--- src/rtl/core/ctc_pkg.sv ---
// ----------------------------------------------------------------------------
// ctc_pkg
// Shared types and constants of the four-channel counter/timer.
// ----------------------------------------------------------------------------
`default_nettype none

package ctc_pkg;

    localparam int MAX_CHANNELS = 4;
    localparam int CHANNELS_DEF = 4;

    // Command codes of an input transfer.
    typedef enum logic [2:0] {
        CMD_READ    = 3'd0,
        CMD_WRITE   = 3'd1,
        CMD_TRIGGER = 3'd2,
        CMD_TICK    = 3'd3,
        CMD_ACK     = 3'd4,
        CMD_RETI    = 3'd5
    } cmd_t;

    // Mode register bit positions.
    localparam int MODE_CONTROL   = 0;
    localparam int MODE_RESET     = 1;
    localparam int MODE_CONSTANT  = 2;
    localparam int MODE_TRIGSTART = 3;
    localparam int MODE_RISING    = 4;
    localparam int MODE_PRE256    = 5;
    localparam int MODE_COUNTER   = 6;
    localparam int MODE_INTEN     = 7;
    localparam int MODE_WAITING   = 8;

    localparam logic [8:0] CONST_256   = 9'h100;
    localparam logic [9:0] STEP_16     = 10'd16;
    localparam logic [9:0] STEP_256    = 10'd256;
    localparam logic [7:0] VECTOR_MASK = 8'hf8;

    // Control from the top level to one channel for the current transfer.
    typedef struct packed {
        logic       accept;
        cmd_t       cmd;
        logic       sel;
        logic [7:0] data;
        logic       level;
        logic [3:0] cycles;
        logic       grant;
        logic       reti_clr;
    } chan_ctl_t;

    // Status from one channel back to the top level.
    typedef struct packed {
        logic       pend;
        logic       insvc;
        logic       pend_next;
        logic       insvc_next;
        logic [7:0] count_low;
        logic       zero;
    } chan_stat_t;

endpackage

`default_nettype wire

--- src/rtl/core/four_channel_counter_timer_daisy_irq_unit.sv ---
// Result: the m_ side shows a transfer's result from the cycle after it is accepted.
// Throughput: one item per cycle while the consumer takes results (m_ready);
// the only register between the channels and the result port is the single
// result register, which is refilled in the same cycle it is drained.
// Reset: synchronous, active low on aresetn; clears every channel, the vector
// base, the interrupt line and the result register.
// ----------------------------------------------------------------------------
// four_channel_counter_timer_daisy_irq_unit
// Four-channel counter/timer with a daisy-chained interrupt, top level.
// ----------------------------------------------------------------------------
`default_nettype none

module four_channel_counter_timer_daisy_irq_unit #(
    parameter int CHANNELS = ctc_pkg::CHANNELS_DEF
) (
    input  wire logic       aclk,
    input  wire logic       aresetn,

    input  wire logic       s_valid,
    output logic            s_ready,
    input  wire logic [2:0] s_command,
    input  wire logic [1:0] s_channel,
    input  wire logic [7:0] s_data,
    input  wire logic       s_level,
    input  wire logic [3:0] s_cycles,

    output logic            m_valid,
    input  wire logic       m_ready,
    output logic [7:0]      m_read_data,
    output logic            m_int_request,
    output logic [3:0]      m_zero_count_mask
);

    localparam int MAXC = ctc_pkg::MAX_CHANNELS;

    // Result register and interrupt vector base.
    logic       m_valid_reg;
    logic [7:0] m_read_data_reg, m_read_data_next;
    logic       m_int_request_reg, m_int_request_next;
    logic [3:0] m_zero_count_mask_reg, m_zero_count_mask_next;
    logic [7:0] vector_base_reg, vector_base_next;

    // Shadow of channel 0's constant-follows flag, kept so that the vector
    // decode below does not reach into the channel.
    logic       const0_reg, const0_next;

    logic                accept;
    ctc_pkg::cmd_t       cmd;
    logic                chan_ok;
    logic [MAXC-1:0]     grant_vec;
    logic [MAXC-1:0]     reti_vec;
    logic [MAXC-1:0]     pend_vec;
    logic [MAXC-1:0]     zero_vec;
    logic                ack_hit;
    logic [1:0]          ack_idx;
    ctc_pkg::chan_ctl_t  ctl [MAXC];
    ctc_pkg::chan_stat_t stat [MAXC];

    // A new transfer is taken whenever the result register is empty or is
    // being emptied in this same cycle, so the two sides never wait on
    // each other beyond the consumer's own back-pressure.
    assign s_ready = !m_valid_reg || m_ready;
    assign accept  = s_valid && s_ready;
    assign cmd     = ctc_pkg::cmd_t'(s_command);

    // Channel numbers at or above the configured count are not present:
    // reads return zero, writes and triggers are dropped.
    assign chan_ok = ({1'b0, s_channel} < 3'(CHANNELS));

    // Daisy chain.  The acknowledge goes to the first pending channel in
    // priority order (channel 0 first), but a channel in service blocks itself
    // and every higher-numbered channel.  A return from interrupt clears the
    // lowest-numbered channel that is in service.
    always_comb begin
        logic blocked;
        logic done;
        grant_vec = '0;
        reti_vec  = '0;
        ack_hit   = 1'b0;
        ack_idx   = '0;
        blocked   = 1'b0;
        done      = 1'b0;
        for (int i = 0; i < MAXC; i++) begin
            if (!blocked && !ack_hit) begin
                if (stat[i].insvc) begin
                    blocked = 1'b1;
                end else if (stat[i].pend) begin
                    grant_vec[i] = 1'b1;
                    ack_hit      = 1'b1;
                    ack_idx      = 2'(i);
                end
            end
            if (!done && stat[i].insvc) begin
                reti_vec[i] = 1'b1;
                done        = 1'b1;
            end
        end
    end

    // Channel instances; missing channels report an idle status.
    for (genvar g = 0; g < MAXC; g++) begin : g_chan
        assign ctl[g].accept   = accept;
        assign ctl[g].cmd      = cmd;
        assign ctl[g].sel      = chan_ok && (s_channel == 2'(g));
        assign ctl[g].data     = s_data;
        assign ctl[g].level    = s_level;
        assign ctl[g].cycles   = s_cycles;
        assign ctl[g].grant    = grant_vec[g];
        assign ctl[g].reti_clr = reti_vec[g];
        if (g < CHANNELS) begin : g_on
            ctc_chan u_chan (
                .aclk    (aclk),
                .aresetn (aresetn),
                .ctl     (ctl[g]),
                .stat    (stat[g])
            );
        end else begin : g_off
            assign stat[g] = '0;
        end
        assign pend_vec[g] = stat[g].pend;
        assign zero_vec[g] = stat[g].zero;
    end

    // Result of the current transfer and the interrupt line it leaves behind.
    always_comb begin
        logic stop;
        vector_base_next       = vector_base_reg;
        m_read_data_next       = '0;
        m_zero_count_mask_next = '0;
        case (cmd)
            ctc_pkg::CMD_READ: begin
                if (chan_ok) begin
                    m_read_data_next = stat[s_channel].count_low;
                end
            end
            ctc_pkg::CMD_WRITE: begin
                // A byte with bit 0 clear on channel 0 is the vector base,
                // unless that channel is waiting for its time constant.
                if (chan_ok && (s_channel == 2'd0) &&
                    !s_data[ctc_pkg::MODE_CONTROL] && !const0_reg) begin
                    vector_base_next = s_data & ctc_pkg::VECTOR_MASK;
                end
            end
            ctc_pkg::CMD_TRIGGER: begin
                m_zero_count_mask_next = zero_vec;
            end
            ctc_pkg::CMD_TICK: begin
                m_zero_count_mask_next = zero_vec;
            end
            ctc_pkg::CMD_ACK: begin
                m_read_data_next = ack_hit ? (vector_base_reg | {5'd0, ack_idx, 1'b0})
                                           : vector_base_reg;
            end
            default: begin
            end
        endcase

        m_int_request_next = 1'b0;
        stop               = 1'b0;
        for (int i = 0; i < MAXC; i++) begin
            if (!stop) begin
                if (stat[i].insvc_next) begin
                    stop = 1'b1;
                end else if (stat[i].pend_next) begin
                    m_int_request_next = 1'b1;
                    stop               = 1'b1;
                end
            end
        end
    end

    always_ff @(posedge aclk) begin
        if (!aresetn) begin
            m_valid_reg           <= 1'b0;
            m_read_data_reg       <= '0;
            m_int_request_reg     <= 1'b0;
            m_zero_count_mask_reg <= '0;
            vector_base_reg       <= '0;
        end else begin
            if (accept) begin
                m_valid_reg           <= 1'b1;
                m_read_data_reg       <= m_read_data_next;
                m_int_request_reg     <= m_int_request_next;
                m_zero_count_mask_reg <= m_zero_count_mask_next;
                vector_base_reg       <= vector_base_next;
            end else if (m_ready) begin
                m_valid_reg <= 1'b0;
            end
        end
    end

    assign m_valid           = m_valid_reg;
    assign m_read_data       = m_read_data_reg;
    assign m_int_request     = m_int_request_reg;
    assign m_zero_count_mask = m_zero_count_mask_reg;

    // Channel 0 swallows the next byte as its time constant after a control
    // word with the constant-follows bit; the shadow tracks that flag.
    always_comb begin
        const0_next = const0_reg;
        if ((cmd == ctc_pkg::CMD_WRITE) && chan_ok && (s_channel == 2'd0)) begin
            if (const0_reg) begin
                const0_next = 1'b0;
            end else if (s_data[ctc_pkg::MODE_CONTROL]) begin
                const0_next = s_data[ctc_pkg::MODE_CONSTANT];
            end
        end
    end

    always_ff @(posedge aclk) begin
        if (!aresetn) begin
            const0_reg <= 1'b0;
        end else if (accept) begin
            const0_reg <= const0_next;
        end
    end

    // At most one channel takes an acknowledge.
    assert property (@(posedge aclk) disable iff (!aresetn) $onehot0(grant_vec))
        else $error("more than one channel granted on acknowledge");

    // A raised interrupt line in the result always has a pending channel.
    assert property (@(posedge aclk) disable iff (!aresetn)
        (m_valid_reg && m_int_request_reg) |-> (pend_vec != '0))
        else $error("interrupt request without a pending channel");

    // Only present channels can report reaching zero.
    assert property (@(posedge aclk) disable iff (!aresetn)
        m_valid_reg |-> ((m_zero_count_mask_reg >> CHANNELS) == 4'd0))
        else $error("zero count reported for an absent channel");

    // The result register is empty right after reset.
    assert property (@(posedge aclk) !aresetn |=> !m_valid_reg)
        else $error("result valid directly after reset");

endmodule

`default_nettype wire

--- src/rtl/core/ctc_chan.sv ---
// ----------------------------------------------------------------------------
// ctc_chan
// One counter/timer channel: mode, time constant, down counter, prescaler,
// trigger edge detection and its interrupt flags.
// ----------------------------------------------------------------------------
`default_nettype none

module ctc_chan (
    input  wire logic               aclk,
    input  wire logic               aresetn,
    input  wire ctc_pkg::chan_ctl_t ctl,
    output ctc_pkg::chan_stat_t     stat
);

    logic [8:0] mode_reg,  mode_next;
    logic [8:0] tc_reg,    tc_next;
    logic [8:0] count_reg, count_next;
    logic [8:0] frac_reg,  frac_next;
    logic       run_reg,   run_next;
    logic       trig_reg,  trig_next;
    logic       pend_reg,  pend_next;
    logic       insvc_reg, insvc_next;
    logic       zero;

    always_comb begin
        logic       do_dec;
        logic [8:0] dec_val;
        logic [8:0] new_tc;
        logic [9:0] frac_sum;
        logic [9:0] step;

        mode_next  = mode_reg;
        tc_next    = tc_reg;
        count_next = count_reg;
        frac_next  = frac_reg;
        run_next   = run_reg;
        trig_next  = trig_reg;
        pend_next  = pend_reg;
        insvc_next = insvc_reg;
        do_dec     = 1'b0;
        new_tc     = (ctl.data != 8'd0) ? {1'b0, ctl.data} : ctc_pkg::CONST_256;
        frac_sum   = {1'b0, frac_reg} + {6'd0, ctl.cycles};
        step       = mode_reg[ctc_pkg::MODE_PRE256] ? ctc_pkg::STEP_256 : ctc_pkg::STEP_16;

        case (ctl.cmd)
            ctc_pkg::CMD_WRITE: begin
                if (ctl.sel) begin
                    if (mode_reg[ctc_pkg::MODE_CONSTANT]) begin
                        // Time constant load after a control word asked for it.
                        tc_next    = new_tc;
                        count_next = new_tc;
                        frac_next  = '0;
                        mode_next[ctc_pkg::MODE_CONSTANT] = 1'b0;
                        mode_next[ctc_pkg::MODE_RESET]    = 1'b0;
                        if (mode_reg[ctc_pkg::MODE_COUNTER] ||
                            !mode_reg[ctc_pkg::MODE_TRIGSTART]) begin
                            run_next = 1'b1;
                        end else begin
                            mode_next[ctc_pkg::MODE_WAITING] = 1'b1;
                            run_next = 1'b0;
                        end
                    end else if (ctl.data[ctc_pkg::MODE_CONTROL]) begin
                        if (ctl.data[ctc_pkg::MODE_RESET]) begin
                            run_next = 1'b0;
                        end
                        mode_next = {1'b0, ctl.data};
                        if (!ctl.data[ctc_pkg::MODE_INTEN] && pend_reg) begin
                            pend_next  = 1'b0;
                            insvc_next = 1'b0;
                        end
                    end
                end
            end
            ctc_pkg::CMD_TRIGGER: begin
                if (ctl.sel && (ctl.level != trig_reg)) begin
                    trig_next = ctl.level;
                    if (mode_reg[ctc_pkg::MODE_RISING] == ctl.level) begin
                        if (mode_reg[ctc_pkg::MODE_WAITING] &&
                            !mode_reg[ctc_pkg::MODE_COUNTER]) begin
                            run_next  = 1'b1;
                            frac_next = '0;
                        end
                        mode_next[ctc_pkg::MODE_WAITING] = 1'b0;
                        do_dec = mode_reg[ctc_pkg::MODE_COUNTER] &&
                                 !mode_reg[ctc_pkg::MODE_RESET];
                    end
                end
            end
            ctc_pkg::CMD_TICK: begin
                if (run_reg && !mode_reg[ctc_pkg::MODE_COUNTER] &&
                    !mode_reg[ctc_pkg::MODE_RESET]) begin
                    if (frac_sum >= step) begin
                        frac_next = 9'(frac_sum - step);
                        do_dec    = 1'b1;
                    end else begin
                        frac_next = frac_sum[8:0];
                    end
                end
            end
            ctc_pkg::CMD_ACK: begin
                if (ctl.grant) begin
                    pend_next  = 1'b0;
                    insvc_next = 1'b1;
                end
            end
            ctc_pkg::CMD_RETI: begin
                if (ctl.reti_clr) begin
                    insvc_next = 1'b0;
                end
            end
            default: begin
            end
        endcase

        // A counter already at zero stays there and reloads at once.
        dec_val = (count_reg != 9'd0) ? count_reg - 9'd1 : 9'd0;
        zero    = 1'b0;
        if (do_dec) begin
            if (dec_val == 9'd0) begin
                count_next = tc_reg;
                zero       = 1'b1;
                if (mode_reg[ctc_pkg::MODE_INTEN]) begin
                    pend_next = 1'b1;
                end
            end else begin
                count_next = dec_val;
            end
        end
    end

    always_ff @(posedge aclk) begin
        if (!aresetn) begin
            mode_reg  <= '0;
            tc_reg    <= '0;
            count_reg <= '0;
            frac_reg  <= '0;
            run_reg   <= 1'b0;
            trig_reg  <= 1'b0;
            pend_reg  <= 1'b0;
            insvc_reg <= 1'b0;
        end else if (ctl.accept) begin
            mode_reg  <= mode_next;
            tc_reg    <= tc_next;
            count_reg <= count_next;
            frac_reg  <= frac_next;
            run_reg   <= run_next;
            trig_reg  <= trig_next;
            pend_reg  <= pend_next;
            insvc_reg <= insvc_next;
        end
    end

    assign stat.pend       = pend_reg;
    assign stat.insvc      = insvc_reg;
    assign stat.pend_next  = pend_next;
    assign stat.insvc_next = insvc_next;
    assign stat.count_low  = count_reg[7:0];
    assign stat.zero       = zero;

endmodule

`default_nettype wire
--- config.mk ---
export PLATFORM = sky130hd
export DESIGN_NAME = four_channel_counter_timer_daisy_irq_unit
export DESIGN_NICKNAME = d
export VERILOG_FILES = /design/src/rtl/core/ctc_pkg.sv /design/src/rtl/core/four_channel_counter_timer_daisy_irq_unit.sv /design/src/rtl/core/ctc_chan.sv
export SDC_FILE = /design/constraint.sdc
export NUM_CORES = 1
export LEC_CHECK = 0
export BUFFER_PORTS_ARGS = -buffer_cell sky130_fd_sc_hd__buf_2
export CELL_PAD_IN_SITES_DETAIL_PLACEMENT = 2
export CELL_PAD_IN_SITES_GLOBAL_PLACEMENT = 2
export CORE_MARGIN = 2
export CORE_UTILIZATION = 41
export DETAILED_ROUTE_END_ITERATION = 8
export PLACE_DENSITY_LB_ADDON = 0.1
export SLEW_MARGIN = 20
export SYNTH_ARGS = -nofsm -noshare
export SYNTH_HDL_FRONTEND = slang
export SYNTH_SLANG_ARGS = --single-unit
--- constraint.sdc ---
create_clock -name aclk -period 6.2 [get_ports aclk]
set_input_delay 0.31 -clock aclk [delete_from_list [all_inputs] [get_ports aclk]]
set_output_delay 0.31 -clock aclk [all_outputs]
set_load 0.01 [all_outputs]
======== Word-level counts from Yosys, hierarchy flattened ========
Index checks and enable logic that the tools add are counted.
storage, ports and cells
  bits in registers ....................... 180
  input bits .............................. 22
  output and inout bits ................... 15
  word-level logic and storage cells ...... 547
cells by class
  add/subtract/negate cells ............... 12
  magnitude comparators ................... 5
  eq/ne operators ......................... 52
  muxes and demuxes ....................... 290
  bitwise gates (word level) .............. 6
  reductions and logical operators ........ 132
operators by type and width
  operator                                                            number
  9-bit 2-to-1 mux                                                    67
  1-bit 2-to-1 mux                                                    181
  9-bit case mux with 3 select lines                                  4
  8-bit AND reduction                                                 8
  2-bit by 1-bit != test with 1-bit output, second input constant     24
  4-bit AND reduction                                                 12
  9-bit by 4-bit adder with 10-bit output                             4
  10-bit by 9-bit greater-or-equal comparator with 1-bit output       4
  9-bit zero test                                                     4
  2-bit nonzero test                                                  18
  9-bit nonzero test                                                  4
  9-bit by 1-bit subtractor with 9-bit output, second input constant  4
  9-bit subtractor                                                    4
  1-bit logical AND                                                   34
  1-bit case mux with 2 select lines                                  16
  7-bit AND reduction                                                 4
  3-bit AND reduction                                                 9
  13-bit binary-select mux with 2-bit select                          1
  1-bit zero test                                                     24
  3-bit by 2-bit != test with 1-bit output, second input constant     8
  2-bit 2-to-1 mux                                                    10
  5-bit 2-to-1 mux                                                    4
  5-bit AND reduction                                                 4
  8-bit case mux with 2 select lines                                  1
  other kinds (22)                                                    44

======== Depth between registers and ports, before layout ========
  depth after elaboration ................. 21
  gate-level depth with buffers ........... 18
  gate-level depth less buffers ........... 16

======== Modules after synthesis ========
Synthesis repeated with hierarchy kept, for this count alone.
second synthesis, totals
  cell total of the unflattened synthesis .. 1,516
  area, all modules ....................... 12,248.0 µm²
by module, submodules not included
  module                                     times used  cells each  area an instance (µm²)  sequential area each (µm²)
  ctc_chan at g_chan[1].g_on.u_chan ...      2           345         2,746.4                 780.7
  ctc_chan at g_chan[3].g_on.u_chan          1           355         2,840.2                 780.7
  ctc_chan at g_chan[0].g_on.u_chan          1           346         2,748.9                 780.7
  four_channel_counter_timer_daisy_irq_unit  1           125         1,166.1                 400.4

======== Worst setup path before layout ========
Ideal clock, no wire load.
  path type ............................... register to register
  from .................................... register g_chan[2].g_on.u_chan.frac_reg[0]
  to ...................................... register g_chan[2].g_on.u_chan.count_reg[2]
  setup time .............................. 0.128 ns
  arrival ................................. 3.330 ns
  data required time ...................... 6.072 ns
  setup slack ............................. 2.742 ns
  stages on the path, launching flop included .. 19
  buffers on the path ..................... 2
  period minus slack after synthesis ...... 3.458 ns
  path through ............................ dfxtp_1 ha_1 inv_1 fa_1 nor2b_1 o21a_1 nor2_1 xnor2_1 ha_1 ha_1 nand2_1 o31ai_1 o2111ai_1 and2_1 buf_2 a21boi_2 buf_2 mux2i_1 nor2_1
between the ends
  longest elaborated chain between the ends .. 7
  elaborated cells on any way between the ends .. 10
  those cells by class .................... 1 x add/sub; 1 x order compare; 4 x mux; 4 x reduce/logical
RTL lines
  item                                                               line             source
  from (decl)                                                        ctc_chan.sv:18   logic [8:0] frac_reg, frac_next;
  from (signal assigned)                                             ctc_chan.sv:145  frac_reg <= frac_next;
  9-bit by 4-bit adder with 10-bit output (*)                        ctc_chan.sv:42   frac_sum = {1'b0, frac_reg} + {6'd0, ctl.cycles};
  10-bit by 9-bit greater-or-equal comparator with 1-bit output (*)  ctc_chan.sv:92   if (frac_sum >= step) begin
  1-bit 2-to-1 mux (*)                                               ctc_chan.sv:92
  1-bit 2-to-1 mux (*)                                               ctc_chan.sv:90   if (run_reg && !mode_reg[ctc_pkg::MODE_COUNTER] &&
  1-bit case mux with 2 select lines (*)                             ctc_chan.sv:45   case (ctl.cmd)
  2-bit nonzero test (no source line)                                --
  4-bit AND reduction (no source line)                               --
  to (signal assigned)                                               ctc_chan.sv:144  count_reg <= count_next;
  to (decl)                                                          ctc_chan.sv:17   logic [8:0] count_reg, count_next;
Every way passes the cells marked *; elsewhere a longest branch is shown, timed or not.
A chain may end at the register's enable or synchronous reset.

======== Final worst setup path ========
  from .................................... register g_chan[2].g_on.u_chan.frac_reg[0]
  to ...................................... register g_chan[2].g_on.u_chan.count_reg[5]
The elaborated chain is that of the path after synthesis.

==> summary.txt <==
Floorplan
  – Starting Density: 0.4145
  – Die X: 165.9 µm
  – Core area: 25910 µm²
  – I/O pin cnt: 37
  – Row count: 59
  – Die Area: 27510 µm²
  – Die height: 165.9 µm

Worst hold path
  – Worst Hold End: m_valid
  – Hold path cells: 3
  – Min-Delay Path Class: primary input to flip-flop
  – Worst Hold Launch: s_valid

Placement
  – Post-detail-place hpwl: 27.94 mm
  – RePlAce Congestion: 0.8404
  – PortBufs: 36

Critical path
  – Reg-to-Reg Start: g_chan[2].g_on.u_chan.frac_reg[0]
  – Reg2reg path depth: 16
  – Critical Path RT: 6.51 ns
  – R2R Path End: g_chan[2].g_on.u_chan.count_reg[5]
  – R2R Setup Slk: 1.63 ns
  – Crit-path max FO: 16
  – CP Data Arrival Time: 4.88 ns
  – Crit start category: flip-flop
  – CP Capture Type: flip-flop
  – CP Class: flip-flop to flip-flop

Route
  – Via count: 10559
  – DR WL/cell: 23.61 µm
  – Post-route ant nets: 0
  – Post-Route WL: 40.75 mm
  – Vias per cell: 6.118
  – DRT iter0 DRCs: 694
  – DRC: 0
  – Drt pass-1 iters: 5

GRT
  – Met1 usage: 0.4037
  – Initial antenna violation count: 0
  – GR peak layer: met2
  – Total Routing Usage GR: 0.2983
  – Gr ovfl total: 0
  – Vias in the first global route: 11337
  – First-pass GRT wire length: 65.23 mm
  – Met3 Use GR: 0.03789
  – Met2 Track Usage GR: 0.5032
  – Largest net degree at the start of global routing: 54

Synthesis
  – Top post-synthesis cells by count: nor2_1 (227), dfxtp_1 (176), a21oi_1 (136)
  – Yosys top cell area share: 0.3281
  – Async SR Flop Fraction: 0
  – Seq/Total Area, Yosys: 0.3281
  – Ys Warns: 0
  – Top post-synthesis cells by area: dfxtp_1 (33%), nor2_1 (7.9%), mux2i_1 (6.6%)
  – Synthesized flop and latch total: 176
  – Syn Area/Cell: 7.749 µm²
  – Syn Inst Count: 1386
  – Number of synthesized flops with an enable pin: 0
  – Synth cell types: 80
  – Most repeated cell in the gate-level netlist after synthesis: nor2_1
  – Leading area contributor after synthesis: dfxtp_1
  – Synth Flop Type: dfxtp_1
  – Synthesized area: 10740 µm²
  – Syn_nets: 1444

Clocking
  – Root Buffer Master: clkbuf_16
  – Setup Buffers After CTS: 0
  – CTS tree: yes
  – Hold_buf cts: 0
  – Clock insertion delay at the later pin of the skew report: 0.45 ns
  – Clock Path Buffers: 2
  – Htree depth: 4
  – Clk slew on worst S/H paths: 0.08 ns
  – Sink Count: 176
  – CTS Buf Count: 17
  – CTS resizes: 0

Job
  – Number of max-cap violations: 0

Cells and area
  – P&R area growth vs syn: 9.378%
  – Layout Nets: 1436
  – Inserted Diodes: 0
  – Util after Layout: 0.4534
  – Layout cells sized above 1: 0.09274

Power and ir drop
  – Clock power frac: 0.458
  – Pleak: 4.459 nW
  – Sw Pwr: 0.6754 mW
  – Max IR drop VDD: 0.0001315 V
  – Flop pwr share: 0.466
  – PwrDens: 207.9 nW/µm²
  – Cell internal pwr: 1.766 mW
  – Gate power share: 0.075
  – Power Total: 2.442 mW
  – Switching share of power: 0.2766

STA
  – RSZ-0062 raised after global routing: false
  – Max Clock Freq: 0.2189 GHz
  – Worst slew margin: 0.3179
  – Setup TNS: 0 ns
  – Min Tclk post-route: 4.568 ns
  – Final period util: 0.7368
  – Final setup vio count: 0
  – Slew @ Worst Pin: 1.019 ns
  – Final-report max-slew violation count: 0
  – Fin Clk Skew: 0.01407 ns
  – Final Hold Viols: 0

Outcome
  – Status: completed
[placed cells by master (no fill, tap or decap), types with 9 or more instances in the layout]
cell and instances:
a31oi_1 20, o2bb2ai_1 14, ha_1 32, nor4_1 9, a22oi_1 13, o211ai_1 15, xor2_1 17, clkbuf_16 17
nand2_1 134, nand2b_1 15, dfxtp_1 176, mux2i_1 71, nor3b_1 9, a21oi_1 136, nor3_1 42, nand3_1 26
buf_2 36, nor2b_1 9, xnor2_1 33, inv_1 55, or3_1 13, nor2_1 227, o22ai_1 11, o21ai_0 47
buf_4 17, o21a_1 11, a21o_1 9
[area by class of cell]
class	count	area (µm²)
clock inverters	12	122.6
multi-input cells	1073	6699
clock buffers	20	456.7
flip-flops and latches	176	3523
inverters	57	219.0
repair buffers	53	307.8
fillers	2945	14160
well taps	335	419.2
[power by group through the flow]
stage	Sequential, mW	Combinational, mW	Clock (mW)
3_3_place_gp	1.16	0.176	0
4_1_cts	1.14	0.182	1.13
5_1_grt	1.14	0.199	1.18
3_5_place_dp	1.16	0.180	0
2_1_floorplan	1.16	0.111	0
6_report	1.14	0.184	1.12
[worst max-delay path by stage]
stage,cells past startpoint,to,startpoint,slack [ns]
finish,16,g_chan[2].g_on.u_chan.count_reg[5],g_chan[2].g_on.u_chan.frac_reg[0],1.63
global route,16,g_chan[2].g_on.u_chan.count_reg[5],g_chan[2].g_on.u_chan.frac_reg[0],1.35
CTS,16,g_chan[2].g_on.u_chan.count_reg[5],g_chan[2].g_on.u_chan.frac_reg[0],1.68
detailed placement,16,g_chan[1].g_on.u_chan.count_reg[7],s_cycles[0],1.62
global placement,16,g_chan[1].g_on.u_chan.count_reg[7],s_cycles[0],1.79
floorplan,18,g_chan[2].g_on.u_chan.count_reg[2],g_chan[2].g_on.u_chan.frac_reg[0],2.74
[per-layer routing]
layer	vias up	part of all wire
met4	0	0.018
met1	5407	0.46
met3	50	0.034
li1	4918	-
met2	184	0.48
met5	-	0
[per-stage QoR]
step | hold WS (ns) | worst slack [ns] | instance area [µm²] | std cells
after floorplan | 0.4364 | 2.742 | 10740 | 1386
after global placement | 0.4397 | 1.794 | 11150 | 1694
after detailed placement | 0.4494 | 1.616 | 11150 | 1694
after CTS | 0.1105 | 1.678 | 11730 | 1726
after global routing | 0.1343 | 1.349 | 11750 | 1726
final | 0.1207 | 1.632 | 11750 | 1726
[critical path, cell delays in order, from the launching register on]
cell and delay, ns:
dfxtp_1 0.37, ha_1 0.19, inv_1 0.06, fa_1 0.45
nor2b_1 0.22, o21a_1 0.14, nor2_1 0.07, xnor2_1 0.16
ha_1 0.21, ha_1 0.25, nand2_1 0.08, o31ai_1 0.48
o2111ai_1 0.21, and2_1 0.45, a21boi_2 0.74, mux2i_1 0.28
nor2_1 0.07
[cells by family (layout without fill, tap and decap cells)]
group                      Yosys count  count (layout)  share of synthesized area
AOI/OAI and AO/OA                  356             356                     0.2130
xor gates and xnor gates            50              50                    0.04077
adders and majority gates           36              36                    0.04473
buffers and inverters              137             142                    0.05114
DFF                                176             176                     0.3281
muxes                               87              87                    0.09133
and+or+nand+nor                    544             544                     0.2310
Power figures use the tool's default switching activity.
